File: src/rtl/tsee_pkg.sv
`timescale 1ns / 1ps
package tsee_pkg;
	localparam int StackDepth = 64;
	localparam int FracBits = 16;
	localparam int LvlW = $clog2(StackDepth + 1);
	localparam int AddrW = $clog2(StackDepth);
	localparam int DivSteps = 32 + FracBits;

	typedef enum logic [2:0] {
		FN_PUSH_OP = 3'd0,
		FN_PUSH_NUM = 3'd1,
		FN_POP_OP = 3'd2,
		FN_POP_NUM = 3'd3,
		FN_EVAL = 3'd4,
		FN_CLR_NUM = 3'd5,
		FN_CLR_OP = 3'd6,
		FN_NOP = 3'd7
	} func_t;

	localparam logic [7:0] ChLParen = 8'h28;
	localparam logic [7:0] ChPlus = 8'h2B;
	localparam logic [7:0] ChMinus = 8'h2D;
	localparam logic [7:0] ChStar = 8'h2A;
	localparam logic [7:0] ChSlash = 8'h2F;

	typedef enum logic [3:0] {
		ST_IDLE,
		ST_READ,
		ST_EXEC,
		ST_POP2,
		ST_MUL,
		ST_DIV,
		ST_FIN,
		ST_WAIT,
		ST_TOP,
		ST_OUT
	} state_t;

	typedef struct packed {
		logic load;
		logic exec;
		logic pop2;
		logic mul;
		logic div_start;
		logic fin;
		logic top;
	} cmd_t;

	typedef struct packed {
		logic is_eval_arith;
		logic is_mul;
		logic is_div;
		logic div_done;
	} stat_t;
endpackage

File: src/rtl/tsee_ctrl.sv
`timescale 1ns / 1ps
module tsee_ctrl (
	input logic clk,
	input logic arst_n,
	input logic in_fire,
	input logic out_fire,
	input tsee_pkg::stat_t stat,
	output tsee_pkg::cmd_t cmd,
	output logic busy,
	output logic out_valid
);
	import tsee_pkg::*;
	state_t state_q, state_d;

	always_ff @(posedge clk or negedge arst_n) begin
		if (!arst_n) state_q <= ST_IDLE;
		else state_q <= state_d;
	end

	always_comb begin
		state_d = state_q;
		cmd = '0;
		busy = 1'b1;
		out_valid = 1'b0;
		unique case (state_q)
			ST_IDLE: begin
				busy = 1'b0;
				if (in_fire) begin
					cmd.load = 1'b1;
					state_d = ST_READ;
				end
			end
			ST_READ: state_d = ST_EXEC;
			ST_EXEC: begin
				cmd.exec = 1'b1;
				state_d = stat.is_eval_arith ? ST_POP2 : ST_WAIT;
			end
			ST_POP2: begin
				cmd.pop2 = 1'b1;
				if (stat.is_mul) state_d = ST_MUL;
				else if (stat.is_div) begin
					cmd.div_start = 1'b1;
					state_d = ST_DIV;
				end else state_d = ST_FIN;
			end
			ST_MUL: begin
				cmd.mul = 1'b1;
				state_d = ST_FIN;
			end
			ST_DIV: if (stat.div_done) state_d = ST_FIN;
			ST_FIN: begin
				cmd.fin = 1'b1;
				state_d = ST_WAIT;
			end
			ST_WAIT: state_d = ST_TOP;
			ST_TOP: begin
				cmd.top = 1'b1;
				state_d = ST_OUT;
			end
			ST_OUT: begin
				out_valid = 1'b1;
				if (out_fire) state_d = ST_IDLE;
			end
			default: state_d = ST_IDLE;
		endcase
	end
endmodule

File: config.mk
export PLATFORM = sky130hd
export DESIGN_NAME = tsee_ctrl
export DESIGN_NICKNAME = d
export VERILOG_FILES = /design/src/rtl/tsee_pkg.sv /design/src/rtl/tsee_ctrl.sv
export SDC_FILE = /design/constraint.sdc
export NUM_CORES = 1
export LEC_CHECK = 0
export CAP_MARGIN = 10
export CORE_AREA = 2 2 39 41
export CTS_CLUSTER_SIZE = 16
export DETAILED_ROUTE_END_ITERATION = 10
export DIE_AREA = 0 0 41 43
export DONT_BUFFER_PORTS = 1
export GPL_TIMING_DRIVEN = 0
export SLEW_MARGIN = 25
export SYNTH_ARGS = -nofsm -noshare
export SYNTH_HDL_FRONTEND = slang
export SYNTH_SLANG_ARGS = --single-unit
File: constraint.sdc
create_clock -name clk -period 2.35 [get_ports clk]
set_input_delay 0.235 -clock clk [delete_from_list [all_inputs] [get_ports clk]]
set_output_delay 0.235 -clock clk [all_outputs]
set_load 0.01 [all_outputs]
==> results of run 1 <==
-- worst register-to-register path, delay by kind of cell, from the launching register on --
family / cells / cell delay (ns)
DFF: 1 / 0.43
muxes: 1 / 0.22
AOI/OAI and AO/OA: 2 / 0.38
and+or+nand+nor: 1 / 0.17
-- cell usage in the layout (no fill, tap or decap), types with 2 or more instances in the layout --
cell type / instances
nand2_1: 5
nor2_1: 5
clkbuf_4: 4
nor3_1: 4
dfrtp_1: 4
inv_1: 3
buf_2: 2
nand2b_1: 2
nor4_1: 2
nor3_2: 2
a31oi_1: 2
-- through the flow --
stage          setup slack (ns)  power, mW  std cells  hold WS [ns]  cell area (um2)
2_1_floorplan             1.029     0.4477         44      -0.06059            346.6
3_3_place_gp             0.9305     0.5035         60      -0.06050            366.6
3_5_place_dp             0.9131     0.5078         60      -0.06051            366.6
4_1_cts                  0.6651     0.5966         64        0.2172            399.1
5_1_grt                  0.5802     0.6591         64        0.2364            399.1
6_report                 0.6684     0.5903         64        0.2179            399.1
-- kinds of logic after synthesis --
| kind of cell | Yosys count | synth area share, % |
|---|---|---|
| compound gates | 7 | 15.16 |
| buf+inv | 8 | 11.55 |
| flops | 4 | 28.88 |
| mux | 1 | 2.888 |
| simple gates | 24 | 41.52 |
-- path summary, 6_finish.rpt --
kind	from	endpoint	slack, ns	depth (start not counted)
max in group asynchronous	arst_n	state_q[1]	1.91	1
worst min-delay path	out_fire	state_q[3]	0.22	3
worst min register to register	state_q[3]	state_q[2]	0.59	2
worst max-delay path	state_q[0]	cmd[2]	0.67	3
min in group asynchronous	arst_n	state_q[2]	0.27	1
worst max register to register	state_q[2]	state_q[0]	1.08	4
-- synthesized netlist by cell type (all sizes together) --
cell    instances  area share (%)
buf             3             5.1
a31oi           2             3.6
nor2            5             5.4
nand3           2             6.5
nand2           5             5.4
nor4            3             7.2
nand2b          2             3.6
dfrtp           4              29
o21ai           2             2.9
inv             4             4.3
nor3            6              12
and3            1             1.8
o32ai           1             4.7
a311oi          1             2.5
mux2i           1             2.9
clkbuf          1             2.2
a21oi           1             1.4
-- metal layers --
metal | up-vias | routed length [um] | track usage [%]
met2 | 15 | 343 | 15.00
met4 | 0 | 0 | 8.000
li1 | 162 | - | -
met1 | 145 | 355 | 13.03
met3 | 0 | 48 | 1.571
met5 | - | 0 | 0
-- area by class of cell --
cell class | instances | area share, %
repair buffers | 1 | 2.508
flip-flops and latches | 4 | 25.08
clock buffers | 3 | 5.643
well taps | 16 | 5.016
multi-input cells | 32 | 51.72
inverters | 4 | 3.762
plain buffers | 4 | 6.270
-- report_power, final --
group | total, mW | switching (mW) | internal [mW]
clock network | 0.0824 | 0.0254 | 0.0569
logic | 0.370 | 0.240 | 0.130
registers | 0.138 | 0.0312 | 0.107
==> results.tsv, run 1 <==
metric	value	unit
io_buffers	0	
total_leakage_power	0.1622	nW
grt_pass1_vias	285	
rsz0062_at_grt	false	
wl	747	um
slew_headroom	66.16	%
multi_input_area	206.4	um2
synth_nets	52	
viasPerCell	5.031	
post_cts_buffers	0	
hpwl	576.2	um
hold_buffers	1	
setup_violations	0	
fin_crit_sh	71.56	%
slew_violations	0	
clock_latency	0.23	ns
utilization	28.84	%
vias	322	
root_buffer	clkbuf_4	
grt_overflow	0	
clk_path_buf_depth	2	
initialDrtViolationCount	2	
die-area	1763	um2
ys_ff_latch	4	
ctsResizeCount	0	
drc	0	
diodes	0	
path_max_fanout	10	
hp-class	input port to flip-flop	
core	1384	um2
largestRegisters	state_q (4)	
synth_area	346.6	um2
seq_area	100.1	um2
drive_gt1_share	27.08	%
grtUsageTotal	10.38	%
antenna_found_initial	0	
clock.fmax	0.5947	GHz
nNetsFinal	58	
top_register	state_q	
power_density	1479	nW/um2
fillers	159	
firstDrtPassIters	3	
cp-start-kind	flip-flop	
drtAntennaViolNets	0	
grt_max_degree	11	
io_pins	17	
yosys_warnings	0	
path_cells	clkbuf_4 -> nand2_1 -> nor4_1	
cp.required	2.12	ns
tightest_slew	0.5029	ns
max_stage_delay	0.47	ns
synth_cell_types	23	
endpoint_kind	output port	
grt_pass1_wl	1200	um
path_class	flip-flop to output port	
cts_buffers	3	
synth_area_per_cell	7.877	um2
die_x	41	um
netlist_instances	44	
cap_viol_max_count	0	
skew	0.003963	ns
tritoncts	yes	
cp_data_arrival_time	1.45	ns
peakVddDrop	0.5296	mV
htree_levels	1	
detail_route.wl_per_cell	11.67	um
row_count	14	
largest_register_ffs	4	
gp_congestion	0.7309	
status	finished, final reports clean	
yosysSeqAreaShare	28.88	%
finalHoldViolations	0	
fp.dieH	43	um
fin_crit	1.682	ns
slowest_stage	nor4_1	
layout-area-overhead-vs-synth	15.16	%
fin_setup_tns	0	ns
clock_sinks	4	
cp_top_family	simple AND/OR/NAND/NOR gates	
clkTransAtPathRegs	0.04	ns
crit_buf_inv	1	
start_util	25.05	%
(Power assumes the default switching activity.)
==> inputs of run 2 (changes only) <==
clock period = 1.7 ns   (was 2.35 ns; I/O delays follow)
==> results.tsv, run 2 (synthesis results as in run 1) <==
metric	value	unit	change
status	finished, final reports clean		
largestRegisters	state_q (4)		
clk_path_buf_depth	2		unchanged
die_x	41	um	unchanged
rr_worst_depth	4		unchanged
utilization	29.29	%	+0.45 points
endpoint_kind	output port		
total_leakage_power	0.1626	nW	+0.20%
cap_viol_max_count	0		unchanged
place_inst	60		unchanged
final_cells	64		unchanged
tightest_slew	0.5031	ns	+0.0001963 ns
row_count	14		unchanged
largest_register_ffs	4		unchanged
root_buffer	clkbuf_4		
die-area	1763	um2	unchanged
setup_violations	0		unchanged
clock.fmax	0.6640	GHz	
slew_headroom	66.15	%	about the same
drtAntennaViolNets	0		unchanged
viasPerCell	5.016		-0.31%
final_cell_mix	5 x nand2_1, 5 x nor2_1, 4 x clkbuf_4, 4 x nor3_1, 4 x dfrtp_1		
path_max_fanout	10		unchanged
peakVddDrop	0.7374	mV	+39%
clock_latency	0.23	ns	about the same
power_density	2030	nW/um2	+37%
top_register	state_q		
power	823.0	uW	+39%
grtUsageTotal	10.38	%	unchanged
grt_overflow	0		unchanged
cts_buffers	3		unchanged
detail_route.wl_per_cell	11.64	um	-0.27%
clock_sinks	4		unchanged
io_buffers	0		unchanged
fin_crit_sh	88.59	%	
start_util	25.05	%	unchanged
clkTransAtPathRegs	0.04	ns	about the same
fin_crit	1.506	ns	
finalHoldViolations	0		unchanged
cp.required	1.53	ns	-0.59 ns
whs_path_depth	3		unchanged
wl	745	um	-0.27%
fin_setup_tns	0	ns	unchanged
vias	321		-0.31%
design_area	405.4	um2	+1.6%
htree_levels	1		unchanged
rsz0062_at_grt	false		
io_pins	17		unchanged
slowest_stage	dfrtp_1		
pre_cts_ws	0.3281	ns	-0.5850 ns
core	1384	um2	unchanged
drive_gt1_share	29.17	%	+2.1 points
hpwl	576.2	um	unchanged
skew	0.003963	ns	unchanged
nNetsFinal	58		unchanged
drc	0		unchanged
grt_max_degree	11		unchanged
hp-class	input port to flip-flop		
fp.dieH	43	um	unchanged
hold-worst-slack	0.1530	ns	-0.06489 ns
max_stage_delay	0.38	ns	-0.09 ns
placed_cell_area	366.6	um2	unchanged
grt_pass1_wl	1200	um	unchanged
slew_violations	0		unchanged
fillers	159		unchanged
path_cells	clkbuf_4 -> nand2_1 -> nor4_2		
finalWorstSetupSlack	0.1939	ns	-0.4745 ns
antenna_found_initial	0		unchanged
initialDrtViolationCount	2		unchanged
cp_data_arrival_time	1.34	ns	-0.11 ns
firstDrtPassIters	3		unchanged
tritoncts	yes		
path_class	flip-flop to output port		
layout-area-overhead-vs-synth	16.97	%	
grt_pass1_vias	285		unchanged
gp_congestion	0.7309		unchanged
cp-start-kind	flip-flop		
diodes	0		unchanged
post_cts_buffers	0		unchanged
[run 2: cell counts in the layout (fill, tap and decap cells not counted)]
No cell type changed its count.
[run 2: where the power goes]
group | switching [mW] | internal [mW]
Combinational | 0.337 | 0.181
Sequential | 0.0431 | 0.148
Clock | 0.0352 | 0.0787
Total | 0.415 | 0.408
[run 2: layout make-up]
cell class	count	area, um2	share of cell area, %
clock buffer	3	22.52	5.556
sequential	4	100.1	24.69
timing repair buffer	1	10.01	2.469
inverter	4	15.01	3.704
multi-input combinational	32	212.7	52.47
buffer	4	25.02	6.173
tap	16	20.02	4.938
[run 2: worst paths after layout]
path / to / startpoint / slack, ns
min in group asynchronous: state_q[2] / arst_n / 0.21
worst max-delay path: cmd[2] / state_q[0] / 0.19
worst min register to register: state_q[2] / state_q[3] / 0.60
worst min-delay path: state_q[3] / out_fire / 0.15
max in group asynchronous: state_q[1] / arst_n / 1.32
worst max register to register: state_q[0] / state_q[2] / 0.43
[run 2: critical path: cells and delay by family, from the launching register on]
kind / cells / cell delay, ns
AND/OR/NAND/NOR: 2 / 0.49
flip-flops: 1 / 0.38
buffers and inverters: 1 / 0.23
[run 2: metal layers]
metal | up-vias | global-route usage, % | wire length [um]
li1 | 162 | - | -
met1 | 144 | 13.03 | 354
met2 | 15 | 15.00 | 343
met3 | 0 | 1.571 | 47
met4 | 0 | 8.000 | 0
met5 | - | 0 | 0
[run 2: timing repair]
action,in CTS,in global routing
gates resized for setup,0,1
hold endpoints to repair,4,0
hold buffers,1,0
endpoints found under the setup margin,0,1
